## src/rtl/sfpa_pkg.sv

```systemverilog
// shared types and constants for the sensor frame parser
// no dependencies

package sfpa_pkg;

  localparam int unsigned ByteW  = 8;
  localparam int unsigned AngleW = 24;
  localparam int unsigned NumData = 6;

  // first frame position holding angle data
  localparam logic [ByteW-1:0] DataFirstPos = 8'd16;

  // length byte values
  localparam logic [ByteW-1:0] MinLength    = 8'd4;
  localparam logic [ByteW-1:0] MinSumLength = 8'd6;

  // configuration register indexes
  localparam logic [2:0] REG_SYNC_FIRST  = 3'd0;
  localparam logic [2:0] REG_SYNC_SECOND = 3'd1;
  localparam logic [2:0] REG_TAIL_FIRST  = 3'd2;
  localparam logic [2:0] REG_TAIL_SECOND = 3'd3;
  localparam logic [2:0] REG_SENSOR_CMD  = 3'd4;

  // configuration reset values
  localparam logic [ByteW-1:0] RST_SYNC_FIRST  = 8'h12;
  localparam logic [ByteW-1:0] RST_SYNC_SECOND = 8'h34;
  localparam logic [ByteW-1:0] RST_TAIL_FIRST  = 8'h1F;
  localparam logic [ByteW-1:0] RST_TAIL_SECOND = 8'h2F;
  localparam logic [ByteW-1:0] RST_SENSOR_CMD  = 8'h01;

  typedef enum logic [1:0] {
    ST_SENSOR_OK  = 2'd0,
    ST_OTHER_OK   = 2'd1,
    ST_TRAILER_BAD = 2'd2,
    ST_CHECKSUM_BAD = 2'd3
  } status_e;

  typedef struct packed {
    logic [ByteW-1:0] sync_first;
    logic [ByteW-1:0] sync_second;
    logic [ByteW-1:0] tail_first;
    logic [ByteW-1:0] tail_second;
    logic [ByteW-1:0] sensor_cmd;
  } cfg_t;

  // one finished frame, handed from the parser to the angle stage
  typedef struct packed {
    status_e                      status;
    logic [NumData-1:0][ByteW-1:0] data;
  } frame_rec_t;

endpackage

```

## src/rtl/sfpa_front.sv

```systemverilog
// byte parser: sync hunt, length, running checksum, trailer check
// depends on sfpa_pkg

module sfpa_front import sfpa_pkg::*; (
  input  logic             clk_i,
  input  logic             rst_ni,
  input  cfg_t             cfg_i,
  input  logic             accept_i,
  input  logic [ByteW-1:0] rx_byte_i,
  output logic             push_o,
  output frame_rec_t       rec_o
);

  logic [ByteW-1:0] pos_q, pos_d;
  logic [ByteW-1:0] hdr0_q, hdr0_d, hdr1_q, hdr1_d;
  logic [ByteW-1:0] len_q, len_d;
  logic [ByteW-1:0] sum_q, sum_d;
  logic [ByteW-1:0] cmd_q, cmd_d;
  logic [2:0][ByteW-1:0] rec_q, rec_d;
  logic [NumData-1:0][ByteW-1:0] data_q, data_d;

  logic [NumData-1:0][ByteW-1:0] data_n;
  logic [ByteW-1:0] sum_n, cmd_n;
  logic [ByteW:0]   pos_next;
  logic             hdr_match;

  always_comb begin
    pos_d  = pos_q;
    hdr0_d = hdr0_q;
    hdr1_d = hdr1_q;
    len_d  = len_q;
    sum_d  = sum_q;
    cmd_d  = cmd_q;
    rec_d  = rec_q;
    data_d = data_q;
    push_o = 1'b0;
    rec_o  = '{status: ST_SENSOR_OK, data: data_q};

    hdr_match = (hdr0_q == cfg_i.sync_first) && (hdr1_q == cfg_i.sync_second) &&
                (rx_byte_i >= MinLength);
    cmd_n    = (pos_q == 8'd3) ? rx_byte_i : cmd_q;
    data_n   = data_q;
    for (int i = 0; i < NumData; i++) begin
      if (pos_q == DataFirstPos + ByteW'(i)) data_n[i] = rx_byte_i;
    end
    sum_n    = (({1'b0, pos_q} + 9'd4) <= {1'b0, len_q}) ? sum_q + rx_byte_i : sum_q;
    pos_next = {1'b0, pos_q} + 9'd1;

    if (accept_i) begin
      rec_d = {rx_byte_i, rec_q[2], rec_q[1]};
      if (pos_q < 8'd2) begin
        if (pos_q[0]) begin
          hdr1_d = rx_byte_i;
        end else begin
          hdr0_d = rx_byte_i;
        end
        pos_d = pos_q + 8'd1;
      end else if (pos_q == 8'd2) begin
        if (hdr_match) begin
          len_d = rx_byte_i;
          sum_d = (rx_byte_i >= MinSumLength) ? rx_byte_i : '0;
          pos_d = 8'd3;
        end else begin
          // slide by one byte
          hdr0_d = hdr1_q;
          hdr1_d = rx_byte_i;
        end
      end else if (pos_next < {1'b0, len_q}) begin
        pos_d  = pos_next[ByteW-1:0];
        sum_d  = sum_n;
        cmd_d  = cmd_n;
        data_d = data_n;
      end else begin
        // frame end: classify and clear
        push_o = 1'b1;
        if (rx_byte_i != cfg_i.tail_second || rec_q[2] != cfg_i.tail_first) begin
          rec_o.status = ST_TRAILER_BAD;
        end else if (rec_q[1] != sum_n) begin
          rec_o.status = ST_CHECKSUM_BAD;
        end else if (cmd_n == cfg_i.sensor_cmd) begin
          rec_o.status = ST_SENSOR_OK;
        end else begin
          rec_o.status = ST_OTHER_OK;
        end
        rec_o.data = data_n;
        pos_d  = '0;
        hdr0_d = '0;
        hdr1_d = '0;
        len_d  = '0;
        sum_d  = '0;
        cmd_d  = '0;
        data_d = '0;
      end
    end
  end

  always_ff @(posedge clk_i or negedge rst_ni) begin
    if (!rst_ni) begin
      pos_q  <= '0;
      hdr0_q <= '0;
      hdr1_q <= '0;
      len_q  <= '0;
      sum_q  <= '0;
      cmd_q  <= '0;
      rec_q  <= '0;
      data_q <= '0;
    end else begin
      pos_q  <= pos_d;
      hdr0_q <= hdr0_d;
      hdr1_q <= hdr1_d;
      len_q  <= len_d;
      sum_q  <= sum_d;
      cmd_q  <= cmd_d;
      rec_q  <= rec_d;
      data_q <= data_d;
    end
  end

endmodule

```

## src/rtl/sfpa_fifo.sv

```systemverilog
// small queue of finished frame records between parser and angle stage
// depends on sfpa_pkg

module sfpa_fifo import sfpa_pkg::*; #(
  parameter int unsigned Depth = 2
) (
  input  logic       clk_i,
  input  logic       rst_ni,
  input  logic       push_i,
  input  frame_rec_t wdata_i,
  output logic       full_o,
  output logic       valid_o,
  input  logic       pop_i,
  output frame_rec_t rdata_o
);

  localparam int unsigned AddrW = (Depth > 1) ? $clog2(Depth) : 1;
  localparam int unsigned CntW  = $clog2(Depth + 1);

  frame_rec_t mem_q [Depth];
  logic [AddrW-1:0] wr_ptr_q, rd_ptr_q;
  logic [CntW-1:0]  cnt_q;
  logic             do_push, do_pop;

  assign full_o  = (cnt_q == CntW'(Depth));
  assign valid_o = (cnt_q != '0);
  assign do_push = push_i && !full_o;
  assign do_pop  = pop_i && valid_o;
  assign rdata_o = mem_q[rd_ptr_q];

  always_ff @(posedge clk_i) begin
    if (do_push) mem_q[wr_ptr_q] <= wdata_i;
  end

  always_ff @(posedge clk_i or negedge rst_ni) begin
    if (!rst_ni) begin
      wr_ptr_q <= '0;
      rd_ptr_q <= '0;
      cnt_q    <= '0;
    end else begin
      if (do_push) begin
        wr_ptr_q <= (wr_ptr_q == AddrW'(Depth - 1)) ? '0 : wr_ptr_q + AddrW'(1);
      end
      if (do_pop) begin
        rd_ptr_q <= (rd_ptr_q == AddrW'(Depth - 1)) ? '0 : rd_ptr_q + AddrW'(1);
      end
      if (do_push && !do_pop) begin
        cnt_q <= cnt_q + CntW'(1);
      end else if (do_pop && !do_push) begin
        cnt_q <= cnt_q - CntW'(1);
      end
    end
  end

endmodule

```

## src/rtl/sfpa_back.sv

```systemverilog
// angle stage: scales the three raw values by 180 (zero unless the status is sensor OK) into the output register
// depends on sfpa_pkg

module sfpa_back import sfpa_pkg::*; (
  input  logic                     clk_i,
  input  logic                     rst_ni,
  input  logic                     rec_valid_i,
  input  frame_rec_t               rec_i,
  output logic                     pop_o,
  output logic                     out_valid_o,
  input  logic                     out_stall_i,
  output logic [1:0]               frame_status_o,
  output logic signed [AngleW-1:0] angle_x_o,
  output logic signed [AngleW-1:0] angle_y_o,
  output logic signed [AngleW-1:0] angle_z_o
);

  function automatic logic signed [AngleW-1:0] angle_of(logic [ByteW-1:0] lo,
                                                        logic [ByteW-1:0] hi,
                                                        logic             keep);
    logic signed [AngleW-1:0] raw;
    raw = AngleW'($signed({hi, lo}));
    return keep ? raw * 24'sd180 : '0;
  endfunction

  logic                     valid_q;
  logic [1:0]               status_q;
  logic signed [AngleW-1:0] ax_q, ay_q, az_q;
  logic                     keep;

  assign pop_o = rec_valid_i && (!valid_q || !out_stall_i);
  assign keep  = (rec_i.status == ST_SENSOR_OK);

  always_ff @(posedge clk_i or negedge rst_ni) begin
    if (!rst_ni) begin
      valid_q <= 1'b0;
    end else if (pop_o) begin
      valid_q <= 1'b1;
    end else if (!out_stall_i) begin
      valid_q <= 1'b0;
    end
  end

  always_ff @(posedge clk_i) begin
    if (pop_o) begin
      status_q <= rec_i.status;
      ax_q     <= angle_of(rec_i.data[0], rec_i.data[1], keep);
      ay_q     <= angle_of(rec_i.data[2], rec_i.data[3], keep);
      az_q     <= angle_of(rec_i.data[4], rec_i.data[5], keep);
    end
  end

  assign out_valid_o    = valid_q;
  assign frame_status_o = status_q;
  assign angle_x_o      = ax_q;
  assign angle_y_o      = ay_q;
  assign angle_z_o      = az_q;

endmodule

```

## src/rtl/sensor_frame_parser_angle.sv

```systemverilog
// sensor frame parser: one byte per beat in, one status/angle beat per frame out
// throughput: one byte per cycle; the parser only stalls when the record queue is full
// result path: a frame's record enters the queue at the edge that accepts its last byte,
//   then passes to the angle multiply output register, which out_stall_i can hold
// reset: asynchronous active low; clears parser position, queue and output valid,
//   and loads the default sync, trailer and sensor command bytes
// depends on sfpa_pkg, sfpa_front, sfpa_fifo, sfpa_back

module sensor_frame_parser_angle import sfpa_pkg::*; #(
  parameter int unsigned QueueDepth = 2
) (
  input  logic                     clk_i,
  input  logic                     rst_ni,
  // configuration write channel
  input  logic                     cfg_valid_i,
  output logic                     cfg_ready_o,
  input  logic [2:0]               cfg_index_i,
  input  logic [ByteW-1:0]         cfg_data_i,
  // byte input channel
  input  logic                     in_valid_i,
  output logic                     in_stall_o,
  input  logic [ByteW-1:0]         rx_byte_i,
  // result channel
  output logic                     out_valid_o,
  input  logic                     out_stall_i,
  output logic [1:0]               frame_status_o,
  output logic signed [AngleW-1:0] angle_x_o,
  output logic signed [AngleW-1:0] angle_y_o,
  output logic signed [AngleW-1:0] angle_z_o
);

  cfg_t       cfg_q;
  logic       in_accept;
  logic       push, q_full, q_valid, q_pop;
  frame_rec_t push_rec, pop_rec;

  // config writes are always accepted and registered
  assign cfg_ready_o = 1'b1;

  always_ff @(posedge clk_i or negedge rst_ni) begin
    if (!rst_ni) begin
      cfg_q.sync_first  <= RST_SYNC_FIRST;
      cfg_q.sync_second <= RST_SYNC_SECOND;
      cfg_q.tail_first  <= RST_TAIL_FIRST;
      cfg_q.tail_second <= RST_TAIL_SECOND;
      cfg_q.sensor_cmd  <= RST_SENSOR_CMD;
    end else if (cfg_valid_i) begin
      case (cfg_index_i)
        REG_SYNC_FIRST:  cfg_q.sync_first  <= cfg_data_i;
        REG_SYNC_SECOND: cfg_q.sync_second <= cfg_data_i;
        REG_TAIL_FIRST:  cfg_q.tail_first  <= cfg_data_i;
        REG_TAIL_SECOND: cfg_q.tail_second <= cfg_data_i;
        REG_SENSOR_CMD:  cfg_q.sensor_cmd  <= cfg_data_i;
        default: ;
      endcase
    end
  end

  // hold off input bytes only while the record queue has no room
  assign in_stall_o = q_full;
  assign in_accept  = in_valid_i && !q_full;

  // front: sync hunt, checksum and trailer classification
  sfpa_front u_front (
    .clk_i     (clk_i),
    .rst_ni    (rst_ni),
    .cfg_i     (cfg_q),
    .accept_i  (in_accept),
    .rx_byte_i (rx_byte_i),
    .push_o    (push),
    .rec_o     (push_rec)
  );

  // decouples parsing from a stalled result consumer
  sfpa_fifo #(
    .Depth (QueueDepth)
  ) u_fifo (
    .clk_i   (clk_i),
    .rst_ni  (rst_ni),
    .push_i  (push),
    .wdata_i (push_rec),
    .full_o  (q_full),
    .valid_o (q_valid),
    .pop_i   (q_pop),
    .rdata_o (pop_rec)
  );

  // back: angle scaling and output register
  sfpa_back u_back (
    .clk_i          (clk_i),
    .rst_ni         (rst_ni),
    .rec_valid_i    (q_valid),
    .rec_i          (pop_rec),
    .pop_o          (q_pop),
    .out_valid_o    (out_valid_o),
    .out_stall_i    (out_stall_i),
    .frame_status_o (frame_status_o),
    .angle_x_o      (angle_x_o),
    .angle_y_o      (angle_y_o),
    .angle_z_o      (angle_z_o)
  );

endmodule
```

## config.mk

```make
export PLATFORM = sky130hd
export DESIGN_NAME = sensor_frame_parser_angle
export DESIGN_NICKNAME = d
export VERILOG_FILES = /design/src/rtl/sfpa_pkg.sv /design/src/rtl/sfpa_front.sv /design/src/rtl/sfpa_fifo.sv /design/src/rtl/sfpa_back.sv /design/src/rtl/sensor_frame_parser_angle.sv
export SDC_FILE = /design/constraint.sdc
export NUM_CORES = 1
export LEC_CHECK = 0
export ABC_AREA = 1
export BUFFER_PORTS_ARGS = -buffer_cell sky130_fd_sc_hd__buf_2
export CAP_MARGIN = 0
export CELL_PAD_IN_SITES_DETAIL_PLACEMENT = 2
export CELL_PAD_IN_SITES_GLOBAL_PLACEMENT = 2
export CORE_ASPECT_RATIO = 1.25
export CORE_UTILIZATION = 34
export CTS_CLUSTER_SIZE = 24
export DETAILED_ROUTE_END_ITERATION = 8
export PLACE_DENSITY = 0.74
export SYNTH_ARGS = -nofsm -noshare
export SYNTH_HDL_FRONTEND = slang
export SYNTH_SLANG_ARGS = --single-unit
```

## constraint.sdc

```tcl
create_clock -name clk_i -period 14.4 [get_ports clk_i]
set_input_delay 2.88 -clock clk_i [delete_from_list [all_inputs] [get_ports clk_i]]
set_output_delay 2.88 -clock clk_i [all_outputs]
set_load 0.01 [all_outputs]
```

==> results.md, run 1 <==
- The floorplan step set the die height to 278 um.
- The number of warnings printed during yosys synthesis is 0.
- The via count of the first global-routing pass was 18600.
- Once the floorplan was initialized, standard cells occupied 34.7% of the core.
- The worst pin sits at a relative slew slack of 33.1%.
- The ratio of final minimum period to clock period is between 40% and 50%.
- On the critical path the largest part of the delay comes from buffers and inverters.
- The final-report setup violation count is 0.
- 0 antenna diodes ended up in the layout.
- The flow ran to the end, and the final reports show no timing, DRC or antenna violations.
- The starting DRC count in detailed routing is 613.
- Sequential cells were found to cover a little over two fifths of the synthesized design area.
- Wires add up to 61000 um.
- The maximum clock insertion buffer count is 3.
- The number of hold violations in the final report is 0.
- The die footprint is 62100 sq um.
- The post-synthesis average cell area is a little over 9 sq um.
- The tree built by TritonCTS fans out to ~330 sinks.
- Summed over its instances, the top area cell type makes up 24.3% of the synthesized netlist area.
- The worst setup path is launched from a register.
- In this run the horizontal extent of the chip is 223 um.
- Setup repair after global routing left no endpoint under its margin.
- The post-CTS resize count is 0.
- Summed over all layers, the global routing overflow is 0.
- The class of the tightest hold or removal check is reg2reg.
- The slew at the pin with the worst max-slew slack is 1.00 ns.
- The most used flip-flop cell after synthesis is edfxtp_1.
- The largest fanout on the critical path is slightly above 50.
- The endpoint class of the critical path is a register.
- The number of library cell types mapped by synthesis is 56.
- After synthesis the netlist holds a flip-flop and latch count of 325.
- Clock-pin slew was measured on the worst setup and hold paths at around 0.06 ns.
- The master of the slowest instance on the critical path is buf_4.
- The library cell appearing most often on the critical path is inv_1.
- Ranked by total cell area, the synthesized netlist is headed by edfxtp_1 24%, dfrtp_1 17%, ha_1 8.9%.
- The number of port buffers is 93.
- The area growth from synthesis to layout is 12.1%.
- Routability-driven placement finished with a final weighted congestion of 0.815.
- The commonest cells after synthesis are 453 x nand2_1, 344 x inv_1, 215 x o21ai_0.
- The H-tree depth is 2.
- The longest individual stage delay on the worst path is between 0.4 and 0.5 ns.
- The final max-slew violation count is 0.
- The routed layout has 16100 vias.
- The clock latency on the worst-skew pair is 0.59 ns.
- The number of synthesized flops with an enable pin is approximately 170.
- Entering global routing, the biggest net connects 95 pins.
- Clock tree synthesis selected as its root buffer the cell clkbuf_16.
- Global routing used 20.1% of the available tracks across all layers.
- The post-synthesis cell type with the largest combined area is edfxtp_1.
- The TritonCTS clock tree is yes.
- The number of vias per cell after detailed routing is 5.10.
- In the routed design, unresolved DRC markers number 0.
- The post-synthesis instance area is 20800 sq um.
- The first-pass GRT wire length is 99300 um.
- Timing would allow up to ~170 MHz.
- The share of final-layout standard cells stronger than drive strength 1 is 10.4%.
- By instance count, the leading cell after synthesis is nand2_1.
- The number of antenna violations at the first check in global routing is 0.
- The cts-stage hold buffer count is 0.
- The post-CTS repair timing setup buffer count is 0.
- The type of the worst setup path is reg2reg.
- For this run, the detailed router's first-pass iteration total came to 4.
- The final layout contains 2624 nets.
- The max-capacitance violation count is 0.
- The count of standard-cell rows is 100.
- The placed wire-length estimate after detailed placement is 44600 um.
- The endpoint required time on the critical path is roughly 15 ns.
- In this run the count of I/O pins placed on the die edge is roughly 100.
- The critical path arrival is 6.18 ns.
- The CTS buffer count is 40.
- In the synthesized netlist the async set-or-reset flop fraction comes to 48.3%.
- The count of nets left with antenna violations once routing finished came out at 0.
- After detailed routing, the average wire length per cell comes to 19.3 um.
- The time the final worst path needs with I/O delays and setup is 5.86 ns.
- The core region is about 60000 sq um.
- The number of buffers and inverters on the critical path is 9.
- The synthesized instance count is 2289.
- The total negative slack is 0 ns.
- The worst clock skew is 0.0310 ns.
## sequential cells by signal, summed over array words and instances (netlist names)
register / flops
u_fifo.wr_ptr_q: 1
u_back.angle_y_o: 22
u_back.out_valid_o: 1
u_front.hdr1_q: 8
u_fifo.mem_q: 100
u_front.pos_q: 8
cfg_q: 40
u_front.len_q: 8
u_fifo.rd_ptr_q: 1
u_fifo.cnt_q: 2
u_back.angle_x_o: 22
u_front.data_q: 48
u_front.hdr0_q: 8
u_back.frame_status_o: 2
u_back.angle_z_o: 22
u_front.cmd_q: 8
u_front.sum_q: 8
u_front.rec_q: 16
## per-layer routing
metal | GRT usage, % | vias to the layer above | wire [um] | share of wire, %
li1 | - | 7660 | - | -
met1 | 22.6 | 8171 | 24800 | 41
met2 | 38.9 | 183 | 33100 | 54
met3 | 2.44 | 98 | 1380 | 2.3
met4 | 6.38 | 0 | 1680 | 2.8
met5 | 0 | - | 0 | 0
## per-stage QoR
step	cells	utilization (%)	hold slack [ns]	setup slack, ns	instance area [sq um]
after floorplan	2294	-	0.450	8.39	20800
after global routing	3158	38.8	0.503	7.91	23300
final	3158	38.8	0.485	8.54	23300
after CTS	3158	38.8	0.486	8.41	23300
after detailed placement	3084	36.5	0.473	8.45	21900
after global placement	3084	36.5	0.459	8.65	21900
## logic make-up (layout without fill, tap and decap cells)
family,count (synthesis),after routing,synth area share [%]
AOI/OAI and AO/OA,482,482,12.6
xor gates and xnor gates,52,52,2.19
adders and majority gates,239,239,17.7
buffers and inverters,439,538,8.57
DFF,325,325,43.3
muxes,1,1,0.0482
other,2,7,0.0362
and+or+nand+nor,749,749,15.6
## cell usage in the layout, fill, tap and decap left out, drive strengths merged, types with 14 or more instances in the layout
cell    instances
nand2         457
nor2          105
dfrtp         141
ha            148
buf           105
fa             91
xor2           34
a21oi         123
dfstp          16
o21ai         299
edfxtp        168
or2            14
nand4          14
nor3           21
nand3         122
clkinv         15
clkbuf         54
xnor2          18
inv           358
## final cells by class
type,instances,area [sq um]
flip-flops and latches,325,8990
fillers,6596,36700
inverters,359,1350
multi-input cells,1530,10000
clock inverters,20,230
clock buffers,54,1150
well taps,765,957
repair buffers,105,562
## final timing paths
check	from	slack (ns)	endpoint	cells past startpoint
worst max register to register	u_fifo.rd_ptr_q	8.54	u_back.angle_y_o[20]	26
worst min-delay path	u_front.cmd_q[3]	0.49	u_front.cmd_q[3]	1
worst min register to register	u_front.cmd_q[3]	0.49	u_front.cmd_q[3]	1
min in group asynchronous	rst_ni	2.39	cfg_q[38]	1
worst max-delay path	u_fifo.rd_ptr_q	8.54	u_back.angle_y_o[20]	26
max in group asynchronous	rst_ni	10.42	u_front.data_q[19]	2
Power of run 1 is not shown: default switching activity piles up to over one toggle a cycle in this logic, so the estimate is an artifact.
==> run 2, diff against run 1 <==
PLACE_DENSITY = 0.77   (was 0.74)
clock period = 4.96 ns   (was 14.4 ns; I/O delays follow)
==> run 2 against run 1 <==
Effect of this change:
- sequential cell count is the same
- via count grew 0.85%
- design area is essentially flat
- non-clock buffer count grew 9
- setup slack lost 8.3 ns
- register-to-register slack lost 8.3 ns
- critical path depth shrank 7
- sequential share of layout area is essentially flat
- worst hold slack gained 0.0097 ns
- global-route usage shrank 0.10 points
- utilization is essentially flat
- first-iteration DRC count shrank 0.65%
- critical endpoint is now u_back.angle_x_o[21]
==> results.md, run 2 (synthesis results as in run 1) <==
- The ratio of final minimum period to clock period was 94.3% (+54 points).
- The final net count came to 2631 (+0.27%).
- The width of the die came to 223 um (unchanged).
- The number of hold violations in the final report is 0 (unchanged).
- The buffer and inverter count on the worst path is 5 (-4).
- The number of port buffers came to 93 (unchanged).
- The final max-slew violation count is 0 (unchanged).
- CTS placed an instance of clkbuf_16 at the clock tree root.
- The worst setup path is launched from a register.
- The number of filler cells placed in the layout is 6575 (-0.32%).
- The global placer's final weighted congestion is 0.815 (about the same).
- The clock input transition at the sequential cells of the worst setup and hold paths was 0.06 ns (about the same).
- The maximum clock insertion buffer count is 3 (unchanged).
- The H-tree depth is 2 (unchanged).
- The instance count after placement with tap cells included is 3089 (+0.16%).
- The area added between synthesis and finish is 12.1% (about the same).
- The placed wire-length estimate after detailed placement is 45600 um (+2.1%).
- The average wire per standard cell is 19.2 um (-0.31%).
- The slew at the pin with the worst max-slew slack came to 1.08 ns (+0.0727 ns).
- The headroom to the max-slew limit came to 28.2% (-4.8 points).
- TritonCTS built the clock tree.
- The die footprint is 62100 sq um (unchanged).
- The time the final worst path needs with I/O delays and setup is 4.67 ns (-1.18 ns).
- The clock latency on the worst-skew pair is 0.57 ns (-0.02 ns).
- The CTS buffer count came to 38 (-5.0%).
- The global routing usage summed across all routing layers was 20.0% (-0.10 points).
- The starting utilization of the core area was 34.7% (unchanged).
- The max-capacitance violation count is 0 (unchanged).
- The longest individual stage delay on the worst path is 0.52 ns (+0.05 ns).
- The via count of the first global-routing pass is 18600 (-0.19%).
- The placeable core area is 59900 sq um (unchanged).
- The number of vias per cell after detailed routing came to 5.14 (+0.69%).
- The placement-stage cell area was 22000 sq um (+0.40%).
- The post-route antenna net violation count is 0 (unchanged).
- The clock sink total is 325 (unchanged).
- The worst clock skew is 0.0216 ns (-0.00939 ns).
- The remaining routing DRC violations was 0 (unchanged).
- On the critical path, the stage with the largest delay is an instance of fa_1.
- The die extent in y came to 278 um (unchanged).
- The critical path in this run is classified as reg2reg.
- The final wirelength is 60900 um (-0.15%).
- The largest fanout on the critical path was 50 (-2.0%).
- The count of pins on the block boundary is 101 (unchanged).
- The number of detailed-route iterations in the first pass is 5 (+1).
- The flip-flop count of the largest register after layout is 100 (unchanged).
- The final core utilization is 38.9% (about the same).
- The via count of the routed design is 16200 (+0.85%).
- The most flop-heavy register is u_fifo.mem_q.
- The count of standard-cell rows is 100 (unchanged).
- The share of final-layout standard cells stronger than drive strength 1 came to 10.8% (+0.40 points).
- The flow ran to the end, and the final reports show no timing, DRC or antenna violations.
- The post-route cell area is 23300 sq um (about the same).
- The critical path arrival is 4.98 ns (-1.20 ns).
- The number of antenna violations at the first check in global routing came to 1 (+1).
- The endpoint class of the critical path is a register.
- The largest registers in the layout are u_fifo.mem_q x100, u_front.data_q x48, cfg_q x40.
- The largest net degree at the start of global routing is 108 (+14%).
- The top cell family by delay on the critical path is adder cells.
- The final-report setup violation count was 0 (unchanged).
- The total negative slack was 0 ns (unchanged).
- The final instance count without filler cells is 3163 (+0.16%).
- The diode insertion count for antenna repair is 0 (unchanged).
- The final global-route overflow total is 0 (unchanged).
- The endpoint required time on the critical path is 5.26 ns (-9.47 ns).
- The starting DRC count in detailed routing came to 609 (-0.65%).
- The class of the tightest hold or removal check is reg2reg.
- The first-pass GRT wire length is 99600 um (+0.28%).
- The highest attainable clock frequency is 214 MHz (+25%).
- The signal on the critical path passes through buf_12 -> o21ai_0 -> inv_1 -> ha_1 -> fa_1 -> inv_1 -> fa_1 -> inv_1 -> ha_1 -> a21oi_1 -> o21ai_0 -> a21oi_1 -> inv_1 -> nand2_1 -> nand2_1 -> a21oi_2 -> o21ai_0 -> o21ai_0 -> a21oi_1.
- The most frequent standard cell in the layout excluding fill and tap cells is nand2_1.
- The top cell types in the final layout, fill and taps aside, are 453 x nand2_1, 341 x inv_1, 214 x o21ai_0.
==> run 2: changes by cell type in the layout (fill, tap and decap cells not counted), moves of 3 or more <==
cell | previous run | this run
buf_4 | 12 | 17
a21oi_2 | 4 | 7
clkbuf_1 | 5 | 8
clkbuf_8 | 8 | 4
buf_12 | 0 | 4
a21oi_1 | 119 | 116
==> run 2: worst paths after layout <==
kind	end	depth (start not counted)	slack, ns	start
min	u_front.cmd_q[3]	1	0.49	u_front.cmd_q[3]
max reg2reg	u_back.angle_x_o[21]	19	0.29	u_fifo.rd_ptr_q
min reg2reg	u_front.cmd_q[3]	1	0.49	u_front.cmd_q[3]
max	u_back.angle_x_o[21]	19	0.29	u_fifo.rd_ptr_q
max in group asynchronous	u_front.data_q[4]	2	3.47	rst_ni
min in group asynchronous	cfg_q[34]	1	0.61	rst_ni
==> run 2: through the flow <==
step | hold WS, ns | worst slack, ns
2_1_floorplan | 0.450 | 0.330
3_3_place_gp | 0.458 | 0.283
5_1_grt | 0.507 | -0.0326
4_1_cts | 0.493 | 0.0692
3_5_place_dp | 0.474 | 0.0415
6_report | 0.495 | 0.285
==> run 2: layer usage <==
metal  GRT usage [%]  wire, um  vias to the layer above
li1                -         -                     7678
met1            23.8     25300                     8295
met2            37.4     32600                      188
met3            2.62      1470                       86
met4            5.61      1440                        2
met5               0        12                        -
==> run 2: cell type report <==
| cell class | instances | area [sq um] | area share [%] |
|---|---|---|---|
| Clock buffer | 52 | 1090 | 4.66 |
| Tap cell | 765 | 957 | 4.11 |
| Timing Repair Buffer | 114 | 679 | 2.92 |
| Clock inverter | 18 | 176 | 0.758 |
| Sequential cell | 325 | 8990 | 38.6 |
| Inverter | 359 | 1350 | 5.79 |
| Multi-Input combinational cell | 1530 | 10000 | 43.1 |
==> run 2: timing repair <==
item / 4_1_cts / 5_1_grt
hold buffers: 0 / 0
buffers inserted: 0 / 4
cloned: 0 / 0
setup endpoints to repair: 1 / 9
resized for setup: 1 / 7
endpoints found under the hold margin: 0 / 0
==> run 2: worst reg2reg max path: stages, from the launching register on <==
cell and delay, ns:
dfrtp_1 0.42, buf_12 0.21, o21ai_0 0.35, inv_1 0.13, ha_1 0.36, fa_1 0.52
inv_1 0.06, fa_1 0.50, inv_1 0.04, ha_1 0.34, a21oi_1 0.20, o21ai_0 0.17
a21oi_1 0.21, inv_1 0.10, nand2_1 0.07, nand2_1 0.14, a21oi_2 0.23, o21ai_0 0.13
o21ai_0 0.19, a21oi_1 0.06
Power of run 2 is left out for the same reason.
